**config.mk**
```make
export PLATFORM = sky130hd
export DESIGN_NAME = bitmap_slice_allocator_flat
export DESIGN_NICKNAME = d
export VERILOG_FILES = /design/src/hw/rtl/bsa_pkg.sv /design/src/hw/rtl/bsa_if.sv /design/src/hw/rtl/bitmap_slice_allocator.sv /design/src/hw/rtl/bsa_ram.sv /design/src/flat_wrapper.sv
export VERILOG_INCLUDE_DIRS = /design/src /design/src/hw/rtl
export SDC_FILE = /design/constraint.sdc
export NUM_CORES = 2
export LEC_CHECK = 0
export BUFFER_PORTS_ARGS = -buffer_cell sky130_fd_sc_hd__buf_2
export CAP_MARGIN = 20
export CORE_AREA = 2 2 329 494
export CTS_CLUSTER_DIAMETER = 40
export DETAILED_ROUTE_END_ITERATION = 12
export DIE_AREA = 0 0 331 496
export GPL_TIMING_DRIVEN = 1
export PLACE_DENSITY_LB_ADDON = 0.15
export SYNTH_ARGS = -nofsm -noshare
export SYNTH_HDL_FRONTEND = slang
export SYNTH_SLANG_ARGS = --single-unit
```
**constraint.sdc**
```tcl
create_clock -name i_clk -period 2.9 [get_ports i_clk]
set_input_delay 0.29 -clock i_clk [delete_from_list [all_inputs] [get_ports i_clk]]
set_output_delay 0.29 -clock i_clk [all_outputs]
set_load 0.01 [all_outputs]
```
**src/hw/rtl/bitmap_slice_allocator_macros.svh**
```systemverilog
// Assertion shorthands for the slice allocator; they sample on i_clk and
// stay quiet while i_rst_n is low.
`ifndef BITMAP_SLICE_ALLOCATOR_MACROS_SVH
`define BITMAP_SLICE_ALLOCATOR_MACROS_SVH

// Condition holds on every clock edge out of reset.
`define BSA_ASSERT_ALWAYS(lbl, cond, msg) \
    lbl: assert property (@(posedge i_clk) disable iff (!i_rst_n) (cond)) \
        else $error(msg);

// Consequent holds in the same cycle as the antecedent.
`define BSA_ASSERT_IMPLY(lbl, ante, cons, msg) \
    lbl: assert property (@(posedge i_clk) disable iff (!i_rst_n) \
        (ante) |-> (cons)) else $error(msg);

// Consequent holds in the cycle after the antecedent.
`define BSA_ASSERT_NEXT(lbl, ante, cons, msg) \
    lbl: assert property (@(posedge i_clk) disable iff (!i_rst_n) \
        (ante) |=> (cons)) else $error(msg);

`endif

```
**src/hw/rtl/bsa_pkg.sv**
```systemverilog
package bsa_pkg;

    // Pool geometry
    localparam int SLICE_LOG2  = 6;
    localparam int POOL_LOG2   = 17;
    localparam int POOL_BYTES  = 1 << POOL_LOG2;
    localparam int SLICE_BYTES = 1 << SLICE_LOG2;
    localparam int IDX_W       = POOL_LOG2 - SLICE_LOG2;
    localparam int NUM_SLICES  = 1 << IDX_W;

    // Bitmap words
    localparam int WORD_W    = 16;
    localparam int BIT_W     = 4;
    localparam int NUM_WORDS = NUM_SLICES / WORD_W;
    localparam int WORD_AW   = IDX_W - BIT_W;

    // The bitmap lives in the top slices of the pool
    localparam int MAP_ALIGN  = (SLICE_LOG2 == 6) ? 256 : 128;
    localparam int MAP_BYTES  = ((NUM_SLICES / 8) + MAP_ALIGN - 1) & ~(MAP_ALIGN - 1);
    localparam int TAIL_FIRST = (POOL_BYTES - MAP_BYTES) >> SLICE_LOG2;

    // Item field widths
    localparam int ADDR_W = 17;
    localparam int CNT_W  = 17;
    localparam logic [CNT_W-1:0] FREE_RESET = CNT_W'(POOL_BYTES - MAP_BYTES);

    // Request codes
    localparam logic REQ_ALLOC = 1'b0;
    localparam logic REQ_FREE  = 1'b1;

    typedef enum logic [1:0] {
        STAT_ALLOCATED = 2'd0,
        STAT_FULL      = 2'd1,
        STAT_FREED     = 2'd2,
        STAT_NOT_ALLOC = 2'd3
    } t_status;

    typedef enum logic [1:0] {
        ST_IDLE,
        ST_SCAN,
        ST_FREE_CHK,
        ST_DONE
    } t_state;

    // Bitmap word after reset: tail slices set, all others clear
    function automatic logic [WORD_W-1:0] reset_word(input logic [WORD_AW-1:0] w);
        logic [WORD_W-1:0] v;
        v = '0;
        for (int b = 0; b < WORD_W; b++) begin
            if (int'(w) * WORD_W + b >= TAIL_FIRST) begin
                v[b] = 1'b1;
            end
        end
        return v;
    endfunction

    // Position of the lowest set bit
    function automatic logic [BIT_W-1:0] lowest_set(input logic [WORD_W-1:0] v);
        logic [BIT_W-1:0] pos;
        pos = '0;
        for (int b = WORD_W - 1; b >= 0; b--) begin
            if (v[b]) begin
                pos = BIT_W'(b);
            end
        end
        return pos;
    endfunction

endpackage

```
**src/hw/rtl/bsa_if.sv**
```systemverilog
// Request channel: one alloc or free per item
interface bsa_req_if import bsa_pkg::*; ();
    logic              valid;
    logic              ready;
    logic              req_type;
    logic [ADDR_W-1:0] free_address;

    modport source (output valid, output req_type, output free_address, input ready);
    modport sink   (input valid, input req_type, input free_address, output ready);
endinterface

// Response channel: one result item per request
interface bsa_rsp_if import bsa_pkg::*; ();
    logic              valid;
    logic              ready;
    logic [1:0]        status;
    logic [ADDR_W-1:0] slice_address;
    logic [CNT_W-1:0]  free_bytes;

    modport source (output valid, output status, output slice_address, output free_bytes,
                    input ready);
    modport sink   (input valid, input status, input slice_address, input free_bytes,
                    output ready);
endinterface

```
**src/hw/rtl/bitmap_slice_allocator.sv**
```systemverilog
// Slice allocator over one 128 KiB pool of 64-byte slices, one bitmap bit per
// slice in a 128 x 16-bit RAM. A free reads the word, checks the bit, then
// writes back and responds. An alloc reads one bitmap word per cycle starting
// at the word that holds the lowest-free hint, up to the first word with a
// clear bit or the last word; the single RAM read port sets that rate. An
// alloc with no free bytes left, or with the hint past the last slice,
// answers pool full without a scan. One request is in flight at a time; a new
// one is taken as soon as the previous result sits in the output register,
// and a result waits there until the sink takes it. The top slices that hold
// the bitmap start set and are never freed. There is no clearing pass after
// reset: per-word valid bits stand in for it.
`include "bitmap_slice_allocator_macros.svh"

module bitmap_slice_allocator import bsa_pkg::*; (
    input  logic      i_clk,
    input  logic      i_rst_n,
    bsa_req_if.sink   i_req,
    bsa_rsp_if.source o_rsp
);

    localparam logic [WORD_W-1:0]  ONES      = {WORD_W{1'b1}};
    localparam logic [WORD_AW-1:0] LAST_WORD = {WORD_AW{1'b1}};

    // Control state
    t_state                r_state, n_state;
    logic [IDX_W:0]        r_hint, n_hint;
    logic [CNT_W-1:0]      r_free_cnt, n_free_cnt;
    logic [NUM_WORDS-1:0]  r_vld;
    logic                  r_q_vld;
    logic                  r_out_valid;

    // Per-item working registers
    logic [WORD_AW-1:0]    r_q_word;
    logic [WORD_AW-1:0]    r_chk_word;
    logic                  r_first;
    logic [IDX_W-1:0]      r_idx;
    t_status               r_status;
    logic                  r_wr_pend;
    logic [WORD_W-1:0]     r_wr_data;

    // Output register
    t_status               r_out_status;
    logic [ADDR_W-1:0]     r_out_addr;
    logic [CNT_W-1:0]      r_out_bytes;

    // Handshake and datapath wires
    logic                  w_accept;
    logic                  w_slot_free;
    logic                  w_finish;
    logic [IDX_W-1:0]      w_in_idx;
    logic [WORD_W-1:0]     w_ram_q;
    logic [WORD_W-1:0]     w_cur_word;
    logic [WORD_W-1:0]     w_scan_mask;
    logic [WORD_W-1:0]     w_scan_clear;
    logic                  w_scan_found;
    logic [BIT_W-1:0]      w_scan_pos;
    logic                  w_scan_last;
    logic                  w_free_ok;
    logic                  w_ram_re;
    logic [WORD_AW-1:0]    w_ram_raddr;
    logic                  w_ram_we;

    assign i_req.ready = (r_state == ST_IDLE);
    assign w_accept    = i_req.valid && i_req.ready;
    assign w_slot_free = !r_out_valid || o_rsp.ready;
    assign w_finish    = (r_state == ST_DONE) && w_slot_free;
    assign w_in_idx    = IDX_W'(i_req.free_address >> SLICE_LOG2);

    // Words never written read as their reset value
    assign w_cur_word = r_q_vld ? w_ram_q : reset_word(r_q_word);

    // Scan one word: skip bits below the hint in the first word
    assign w_scan_mask  = r_first ? (ONES << r_hint[BIT_W-1:0]) : ONES;
    assign w_scan_clear = ~w_cur_word & w_scan_mask;
    assign w_scan_found = |w_scan_clear;
    assign w_scan_pos   = lowest_set(w_scan_clear);
    assign w_scan_last  = (r_chk_word == LAST_WORD);

    // Free check: tail slices are protected
    assign w_free_ok = (int'(r_idx) < TAIL_FIRST) && w_cur_word[r_idx[BIT_W-1:0]];

    bsa_ram #(
        .WIDTH (WORD_W),
        .DEPTH (NUM_WORDS)
    ) u_bitmap (
        .i_clk   (i_clk),
        .i_we    (w_ram_we),
        .i_waddr (r_idx[IDX_W-1:BIT_W]),
        .i_wdata (r_wr_data),
        .i_re    (w_ram_re),
        .i_raddr (w_ram_raddr),
        .o_rdata (w_ram_q)
    );

    // Next state
    always_comb begin
        n_state = r_state;
        unique case (r_state)
            ST_IDLE: begin
                if (w_accept) begin
                    if (i_req.req_type == REQ_FREE) begin
                        n_state = ST_FREE_CHK;
                    end else if (r_free_cnt == '0 || r_hint[IDX_W]) begin
                        n_state = ST_DONE;
                    end else begin
                        n_state = ST_SCAN;
                    end
                end
            end
            ST_SCAN: begin
                if (w_scan_found || w_scan_last) begin
                    n_state = ST_DONE;
                end
            end
            ST_FREE_CHK: begin
                n_state = ST_DONE;
            end
            ST_DONE: begin
                if (w_slot_free) begin
                    n_state = ST_IDLE;
                end
            end
            default: begin
                n_state = ST_IDLE;
            end
        endcase
    end

    // RAM control, count and hint updates
    always_comb begin
        w_ram_re    = 1'b0;
        w_ram_raddr = r_chk_word + 1'b1;
        w_ram_we    = 1'b0;
        n_free_cnt  = r_free_cnt;
        n_hint      = r_hint;
        unique case (r_state)
            ST_IDLE: begin
                w_ram_re = w_accept;
                if (i_req.req_type == REQ_FREE) begin
                    w_ram_raddr = w_in_idx[IDX_W-1:BIT_W];
                end else begin
                    w_ram_raddr = r_hint[IDX_W-1:BIT_W];
                end
            end
            ST_SCAN: begin
                // speculative read of the following word
                w_ram_re = 1'b1;
            end
            ST_FREE_CHK: begin
                w_ram_re = 1'b0;
            end
            ST_DONE: begin
                w_ram_we = w_finish && r_wr_pend;
                case (r_status) inside
                    STAT_ALLOCATED: begin
                        n_free_cnt = r_free_cnt - CNT_W'(SLICE_BYTES);
                        n_hint     = {1'b0, r_idx} + 1'b1;
                    end
                    STAT_FREED, STAT_NOT_ALLOC: begin
                        if (r_status == STAT_FREED) begin
                            n_free_cnt = r_free_cnt + CNT_W'(SLICE_BYTES);
                        end
                        if (r_hint > {1'b0, r_idx}) begin
                            n_hint = {1'b0, r_idx};
                        end
                    end
                    default: begin
                        n_free_cnt = r_free_cnt;
                    end
                endcase
            end
            default: begin
                w_ram_re = 1'b0;
            end
        endcase
    end

    // Control registers
    always_ff @(posedge i_clk) begin
        if (!i_rst_n) begin
            r_state     <= ST_IDLE;
            r_hint      <= '0;
            r_free_cnt  <= FREE_RESET;
            r_vld       <= '0;
            r_q_vld     <= 1'b0;
            r_out_valid <= 1'b0;
        end else begin
            r_state <= n_state;
            if (w_ram_re) begin
                r_q_vld <= r_vld[w_ram_raddr];
            end
            if (w_finish) begin
                r_hint     <= n_hint;
                r_free_cnt <= n_free_cnt;
                if (r_wr_pend) begin
                    r_vld[r_idx[IDX_W-1:BIT_W]] <= 1'b1;
                end
            end
            if (w_finish) begin
                r_out_valid <= 1'b1;
            end else if (o_rsp.ready) begin
                r_out_valid <= 1'b0;
            end
        end
    end

    // Per-item working registers
    always_ff @(posedge i_clk) begin
        if (w_ram_re) begin
            r_q_word <= w_ram_raddr;
        end
        unique case (r_state)
            ST_IDLE: begin
                if (w_accept) begin
                    r_idx      <= w_in_idx;
                    r_chk_word <= r_hint[IDX_W-1:BIT_W];
                    r_first    <= 1'b1;
                    r_status   <= STAT_FULL;
                    r_wr_pend  <= 1'b0;
                end
            end
            ST_SCAN: begin
                // advance one word, and hold any hit for write-back
                r_chk_word <= r_chk_word + 1'b1;
                r_first    <= 1'b0;
                if (w_scan_found) begin
                    r_idx     <= {r_chk_word, w_scan_pos};
                    r_wr_data <= w_cur_word | (WORD_W'(1) << w_scan_pos);
                    r_status  <= STAT_ALLOCATED;
                    r_wr_pend <= 1'b1;
                end
            end
            ST_FREE_CHK: begin
                r_wr_data <= w_cur_word & ~(WORD_W'(1) << r_idx[BIT_W-1:0]);
                if (w_free_ok) begin
                    r_status  <= STAT_FREED;
                    r_wr_pend <= 1'b1;
                end else begin
                    r_status  <= STAT_NOT_ALLOC;
                    r_wr_pend <= 1'b0;
                end
            end
            ST_DONE: begin
                r_first <= 1'b0;
            end
            default: begin
                r_first <= 1'b0;
            end
        endcase
    end

    // Output register
    always_ff @(posedge i_clk) begin
        if (w_finish) begin
            r_out_status <= r_status;
            r_out_bytes  <= n_free_cnt;
            if (r_status == STAT_ALLOCATED) begin
                r_out_addr <= ADDR_W'({r_idx, {SLICE_LOG2{1'b0}}});
            end else begin
                r_out_addr <= '0;
            end
        end
    end

    assign o_rsp.valid         = r_out_valid;
    assign o_rsp.status        = r_out_status;
    assign o_rsp.slice_address = r_out_addr;
    assign o_rsp.free_bytes    = r_out_bytes;

    `BSA_ASSERT_ALWAYS(a_cnt_aligned, r_free_cnt[SLICE_LOG2-1:0] == '0,
        "free byte count not a whole number of slices")
    `BSA_ASSERT_ALWAYS(a_cnt_bounded, r_free_cnt <= FREE_RESET,
        "free byte count above pool size less bitmap")
    `BSA_ASSERT_NEXT(a_alloc_debits, w_finish && r_status == STAT_ALLOCATED,
        r_free_cnt == $past(r_free_cnt) - CNT_W'(SLICE_BYTES),
        "allocation did not take one slice off the count")
    `BSA_ASSERT_IMPLY(a_alloc_not_tail, o_rsp.valid && o_rsp.status == STAT_ALLOCATED,
        int'(o_rsp.slice_address) < TAIL_FIRST * SLICE_BYTES,
        "allocated a slice that holds the bitmap")
    `BSA_ASSERT_IMPLY(a_scan_from_hint, r_state == ST_SCAN,
        r_chk_word >= r_hint[IDX_W-1:BIT_W],
        "scan word below the lowest-free hint")

endmodule

```
**src/hw/rtl/bsa_ram.sv**
```systemverilog
module bsa_ram #(
    parameter int WIDTH = 16,
    parameter int DEPTH = 128,
    localparam int AW   = (DEPTH > 1) ? $clog2(DEPTH) : 1
) (
    input  logic             i_clk,
    input  logic             i_we,
    input  logic [AW-1:0]    i_waddr,
    input  logic [WIDTH-1:0] i_wdata,
    input  logic             i_re,
    input  logic [AW-1:0]    i_raddr,
    output logic [WIDTH-1:0] o_rdata
);

    logic [WIDTH-1:0] r_mem [DEPTH];
    logic [WIDTH-1:0] r_rdata;

    // Write port
    always_ff @(posedge i_clk) begin
        if (i_we) begin
            r_mem[i_waddr] <= i_wdata;
        end
    end

    // Registered read port
    always_ff @(posedge i_clk) begin
        if (i_re) begin
            r_rdata <= r_mem[i_raddr];
        end
    end

    assign o_rdata = r_rdata;

endmodule

```
**src/flat_wrapper.sv**
```systemverilog
// flat-port wrapper written by rule: the top's interface ports become plain ports
module bitmap_slice_allocator_flat import bsa_pkg::*;
  (i_clk, i_rst_n, i_req_valid, i_req_req_type, i_req_free_address, i_req_ready, o_rsp_valid, o_rsp_status, o_rsp_slice_address, o_rsp_free_bytes, o_rsp_ready);
  bsa_req_if i_req_i ();
  bsa_rsp_if o_rsp_i ();
  input  logic i_clk;
  input  logic i_rst_n;
  input wire logic [$bits(i_req_i.valid)-1:0] i_req_valid;
  input wire logic [$bits(i_req_i.req_type)-1:0] i_req_req_type;
  input wire logic [$bits(i_req_i.free_address)-1:0] i_req_free_address;
  output wire logic [$bits(i_req_i.ready)-1:0] i_req_ready;
  output wire logic [$bits(o_rsp_i.valid)-1:0] o_rsp_valid;
  output wire logic [$bits(o_rsp_i.status)-1:0] o_rsp_status;
  output wire logic [$bits(o_rsp_i.slice_address)-1:0] o_rsp_slice_address;
  output wire logic [$bits(o_rsp_i.free_bytes)-1:0] o_rsp_free_bytes;
  input wire logic [$bits(o_rsp_i.ready)-1:0] o_rsp_ready;
  assign i_req_i.valid = i_req_valid;
  assign i_req_i.req_type = i_req_req_type;
  assign i_req_i.free_address = i_req_free_address;
  assign i_req_ready = i_req_i.ready;
  assign o_rsp_valid = o_rsp_i.valid;
  assign o_rsp_status = o_rsp_i.status;
  assign o_rsp_slice_address = o_rsp_i.slice_address;
  assign o_rsp_free_bytes = o_rsp_i.free_bytes;
  assign o_rsp_i.ready = o_rsp_ready;
  bitmap_slice_allocator u_core (.i_clk(i_clk), .i_rst_n(i_rst_n), .i_req(i_req_i), .o_rsp(o_rsp_i));
endmodule
```
* After elaboration in Yosys (flattened, before gate mapping)
Memory sizes are Yosys's and may differ from the RTL's. A register that Yosys moved wholly into a read port is not among the register bits. Index checks and enable logic that the tools add are counted.
Word-level totals: output and inout port bits 38, RAM bits 2048, bits of input ports 22, memories kept 1, register bits 242, word-level logic and storage cells 186
Memories:
- u_core.u_bitmap.r_mem | depth 128, width 16, rd ports 1, clocked after Yosys merged registers in 1, write ports 1, line bsa_ram.sv:15 | logic [WIDTH-1:0] r_mem [DEPTH];
Cells by class: equal/unequal tests 10, $add $sub $neg 19, magnitude comparators 22, multiplexer cells 78, reductions and logical operators 30, bitwise gates (word level) 6, shift-type cells 3
Operators by type and width (number):
- $ge 32x12->1 const B | 15
- $or 128x128->128 | 1
- $add 11x4->12 const B | 8
- $mux 17 | 4
- $mux 4 | 16
- $add 11x3->12 const B | 4
- $mux 16 | 3
- $mux 12 | 3
- $and 16x16->16 | 2
- $not 16->16 | 2
- $pmux 16 s2 | 1
- $shl 1x4->16 const A | 2
- $mux 1 | 29
- $add 11x1->12 const B | 2
- $add 11x2->12 const B | 2
- $mux 11 | 2
- $pmux 11 s2 | 1
- $mux 7 | 3
- $add 17x7->17 const B | 1
- $logic_not 17->1 | 1
- $sub 17x7->17 const B | 1
- $lt 7x8->1 const B | 2
- $or 16x16->16 | 1
- $reduce_or 16->1 | 1
- other kinds (31) | 61

* Depth between registers and ports, before layout
depth after elaboration 26, mapped depth 16, gate-level depth less buffers 11

* Cells and area by module
Synthesis repeated with hierarchy kept, for this count alone.
Second synthesis, totals: cells, all modules 4473, area, all modules 89967.5 um2
Modules (own cells, without submodules):
- bsa_ram | cells each 3086, instances 1, sequential area each 61979.4 um2, area each 78683.0 um2
- bitmap_slice_allocator | cells each 1387, instances 1, sequential area each 5175.0 um2, area each 11284.6 um2

* Worst setup path before layout
No wires, ideal clock.
path type reg-to-reg, start register u_core.r_state[0], end register u_core.u_bitmap.r_rdata[1], in the netlist u_core.u_bitmap.o_rdata[1], read port of u_core.u_bitmap.r_mem, data pin, arrival time 2.800 ns, path buffers 3, period minus slack after synthesis 3.065 ns, required time 2.636 ns, slack -0.165 ns, stages on the path, launching flop included 14, library setup time 0.264 ns, path through dfxtp_1 inv_1 ha_1 nor2b_2 a21o_2 inv_4 buf_6 buf_6 buf_2 mux4_2 a22oi_1 a21oi_1 a211oi_1 nand3_1
On the way: longest elaborated chain between the ends 3, elaborated cells between the ends (all ways) 5, classes of those cells 1 x eq/ne; 2 x mux; 2 x reduce/logical
RTL lines:
- from (decl) | line bitmap_slice_allocator.sv:25 | t_state r_state, n_state;
- from (signal assigned) | line bitmap_slice_allocator.sv:188 | r_state <= n_state;
- $logic_not 2->1 * | line bitmap_slice_allocator.sv:63 | assign i_req.ready = (r_state == ST_IDLE);
- via i_req_ready | line flat_wrapper.sv:11 | output wire logic [$bits(i_req_i.ready)-1:0] i_req_ready;
- $logic_and 1x1->1 | line bitmap_slice_allocator.sv:64 | assign w_accept = i_req.valid && i_req.ready;
- $pmux 1 s2 | line bitmap_slice_allocator.sv:136 | unique case (r_state)
- to (decl) | line bsa_ram.sv:16 | logic [WIDTH-1:0] r_rdata;
Mark *: on every way through the listed nets, which the timed path passes. The rest lies on a longest branch. A chain may end at the register's enable or synchronous reset.

* Worst setup path in the final report
start register u_core.r_chk_word[0], end register u_core.u_bitmap.r_rdata[3], in the netlist u_core.u_bitmap.o_rdata[3], read port of u_core.u_bitmap.r_mem, data pin
On the way: longest elaborated chain between the ends 2
RTL lines:
- from (decl) | line bitmap_slice_allocator.sv:34 | logic [WORD_AW-1:0] r_chk_word;
- from (signal assigned) | line bitmap_slice_allocator.sv:216 | r_chk_word <= r_hint[IDX_W-1:BIT_W];
- from (signal assigned) | line bitmap_slice_allocator.sv:224 | r_chk_word <= r_chk_word + 1'b1;
- $add 7x1->7 | line bitmap_slice_allocator.sv:132 | w_ram_raddr = r_chk_word + 1'b1;
- $mux 7 | line bitmap_slice_allocator.sv:136
No other way between the ends.

==> results.json <==
{
  "synthArstFlopShare": 0,
  "root_buffer": "clkbuf_16",
  "numCtsBuffers": 207,
  "hpwl_um": 156000,
  "setup_ws_ns": -0.464,
  "period_share": 1.16,
  "hold_viol_final": 0,
  "area_delta_synth_final_pct": 19.7,
  "synth_top_area_cell": "edfxtp_1",
  "drc_errors": 0,
  "ys_types": 71,
  "routabilityCongestion": 0.950,
  "status": "finished with violations",
  "critPathMaxFanout": 9,
  "initial_core_util": 0.567,
  "critical_path_required_ns": 3.51,
  "dp.cells": 7971,
  "vdd.ir_drop.worst_v": 0.00106,
  "synthFlopType": "edfxtp_1",
  "worst_slew_pin_slew_ns": 1.13,
  "endpoint": "u_core.u_bitmap.o_rdata[3]",
  "portBuffers": 41,
  "endpoint_kind": "register",
  "antenna_found_initial": 5,
  "core_area_um2": 160000,
  "clock-sinks": 2288,
  "gr-total-overflow": 0,
  "r2r_cells": 13,
  "grt_pass1_vias": 53400,
  "netlist_instances": 5490,
  "fin_skew_ns": 0.0258,
  "h-tree-depth": 4,
  "cp-start-kind": "register",
  "row_count": 180,
  "wl_per_cell_um": 30.2,
  "maxClockFrequency_ghz": 0.297,
  "r2r-start": "u_core.r_chk_word[0]",
  "reg2reg_to": "u_core.u_bitmap.o_rdata[3]",
  "violations": "negative setup slack",
  "dieArea_um2": 164000,
  "antenna_left": 0,
  "setup_viol": 17,
  "grt_first_pass_wirelength_um": 367000,
  "period_needed_ns": 3.36,
  "yosysWarnings": 0,
  "hold_path_class": "input port to register",
  "fin_cells": 8490,
  "first_pass_iters": 6,
  "grt_usage": 0.313,
  "die_w_um": 331,
  "drive_gt1_frac": 0.270,
  "vias": 53800,
  "finalPower_w": 0.121,
  "routed_wl_um": 256000,
  "rrSetupSlack_ns": -0.46,
  "clk_latency_ns": 0.85,
  "report.final.slew_viol_count": 0,
  "maxCapViolations": 0,
  "slew_headroom": 0.245,
  "nNetsFinal": 6266,
  "yosysSeqAreaShare": 0.741,
  "path_class": "register to register",
  "grt_max_degree": 81,
  "grt_setup_unrepaired": "yes",
  "num_io_pins": 60,
  "synth.top_cells.by_area": "edfxtp_1, mux4_2, dfxtp_1, nand2_1, mux2i_1",
  "cts.clk_slew.worst_paths_ns": 0.06,
  "cts_tree": "yes",
  "synth_edf_count": 2133,
  "p_leak_nw": 37.0,
  "cts_max_path_buffers": 3,
  "synth.avg_cell_area_um2": 16.5,
  "critPathArrivalTime_ns": 3.97,
  "synth_top_area_share": 0.707,
  "cp-startpoint": "u_core.r_chk_word[0]",
  "drt-initial-drc-count": 5876,
  "die_h_um": 496,
  "viasPerCell": 6.34,
  "syn_area_um2": 90600,
  "p_per_area_nw_per_um2": 1120,
  "synth-seq-cells": 2288
}
## where the power goes
part | internal (W) | total (W) | switching (W)
sequential | 0.0413 | 0.0419 | 0.000573
combinational | 0.0211 | 0.0520 | 0.0309
clock | 0.0153 | 0.0275 | 0.0122
total | 0.0777 | 0.121 | 0.0437
## layout make-up
type / count / area (um^2)
Tap cell: 2093 / 2620
Inverter: 35 / 173
Sequential cell: 2288 / 67200
Antenna cell: 3 / 7.51
Clock inverter: 118 / 1220
Fill cell: 10500 / 51500
Clock buffer: 266 / 5600
Multi-Input combinational cell: 2846 / 22700
Timing Repair Buffer: 841 / 8920
## synth_stat cells, types with 10 or more instances
library cell / number
or3_1: 14
o22ai_1: 20
edfxtp_1: 2133
and2_1: 10
nand3_1: 373
a211o_1: 17
o221a_2: 14
o21ai_1: 15
a221oi_1: 21
nand4_1: 12
a22oi_1: 110
a21oi_1: 136
nor2b_1: 15
dfxtp_1: 155
a311oi_1: 27
buf_1: 23
o21ai_0: 38
nand2_1: 718
mux2i_1: 200
clkbuf_1: 115
nor3_1: 19
and3_1: 26
o21a_1: 36
buf_2: 113
buf_6: 21
mux2_2: 40
a32oi_1: 33
a311o_1: 16
a21o_1: 16
a22o_1: 20
nor2_1: 385
inv_1: 29
a2111oi_0: 14
mux4_2: 328
a31oi_1: 24
xnor2_1: 17
buf_4: 60
a211oi_1: 20
ha_1: 25
## critical path, cell delays in order, from the launching register on
cell and delay, ns:
edfxtp_1 0.47, buf_6 0.16, nor2b_4 0.12, a21o_4 0.22
inv_16 0.12, buf_16 0.19, buf_16 0.18, buf_16 0.17
mux4_2 0.52, mux2i_2 0.23, a32oi_2 0.12, a32oi_2 0.32
buf_4 0.21, nand3_2 0.05
## kinds of logic after synthesis
kind of cell | synth area share
muxes | 0.109
other | 0.0000414
DFF | 0.741
and+or+nand+nor | 0.0754
xor gates and xnor gates | 0.00232
adders and majority gates | 0.00345
AOI/OAI and AO/OA | 0.0480
buffers and inverters | 0.0210
## flip-flops by register name, summed over array words and instances (netlist names), 7 cells and up
signal / cells
u_core.u_bitmap.o_rdata: 16
u_core.r_chk_word: 7
u_core.r_idx: 11
u_core.o_rsp.free_bytes: 11
u_core.r_vld: 128
u_core.r_q_word: 7
u_core.r_hint: 12
u_core.r_wr_data: 16
u_core.u_bitmap.r_mem: 2048
u_core.r_free_cnt: 11
u_core.o_rsp.slice_address: 11
## metrics by stage
step | setup slack (ns) | hold WS, ns | util | TNS [ns] | instance area, um^2
after floorplan | 0.0129 | 0.424 | - | 0 | 90700
after global placement | -0.991 | 0.442 | 0.615 | -15.61 | 98400
after detailed placement | -0.985 | 0.447 | 0.615 | -15.99 | 98400
after CTS | -0.421 | 0.0932 | 0.674 | -6.09 | 108000
after global routing | -0.510 | 0.222 | 0.678 | -7.80 | 108000
final | -0.464 | 0.157 | 0.678 | -6.69 | 108000
## placed cells by master (no fill, tap or decap), drive strengths merged, types with 21 or more instances in the layout
cell type,synthesis,layout
buf,217,810
nand2,718,718
edfxtp,2133,2133
nor2,385,385
o21a,36,36
clkinv,1,74
a21oi,136,136
and3,26,26
ha,25,25
mux4,328,328
a32oi,33,33
mux2i,200,200
a221oi,21,21
mux2,40,40
inv,34,49
a22oi,110,110
o21ai,54,54
dfxtp,155,155
clkbuf,115,271
a311oi,27,27
a31oi,24,24
nand3,374,374
## worst min path at each step
stage	slack, ns	from	cells past startpoint	to
CTS	0.09	i_req_req_type	5	u_core.r_state[0]
floorplan	0.42	u_core.r_status[1]	0	u_core.o_rsp.status[1]
global placement	0.44	u_core.r_vld[33]	1	u_core.r_vld[33]
global route	0.22	i_req_req_type	5	u_core.r_state[0]
finish	0.16	i_req_req_type	5	u_core.r_state[0]
detailed placement	0.45	u_core.r_vld[33]	1	u_core.r_vld[33]
## repair_timing
action                                  4_1_cts  5_1_grt
buffers inserted                             72       31
resized for setup                           240       84
endpoints found under the setup margin       35       40
hold buffers                                 14        0
cloned                                       20        5
pin swaps                                    54       29
hold endpoints to repair                     53        0
## routing by layer
layer  GRT usage  wire (um)  up-vias  share of wire
met4       0.168      15100        4          0.059
met5           0         23        -       0.000090
met3      0.0436      19000      551          0.074
met2       0.525     129000     2524           0.50
met1       0.397      93000    27900           0.36
li1            -          -    22900              -
(Power assumes the default switching activity.)
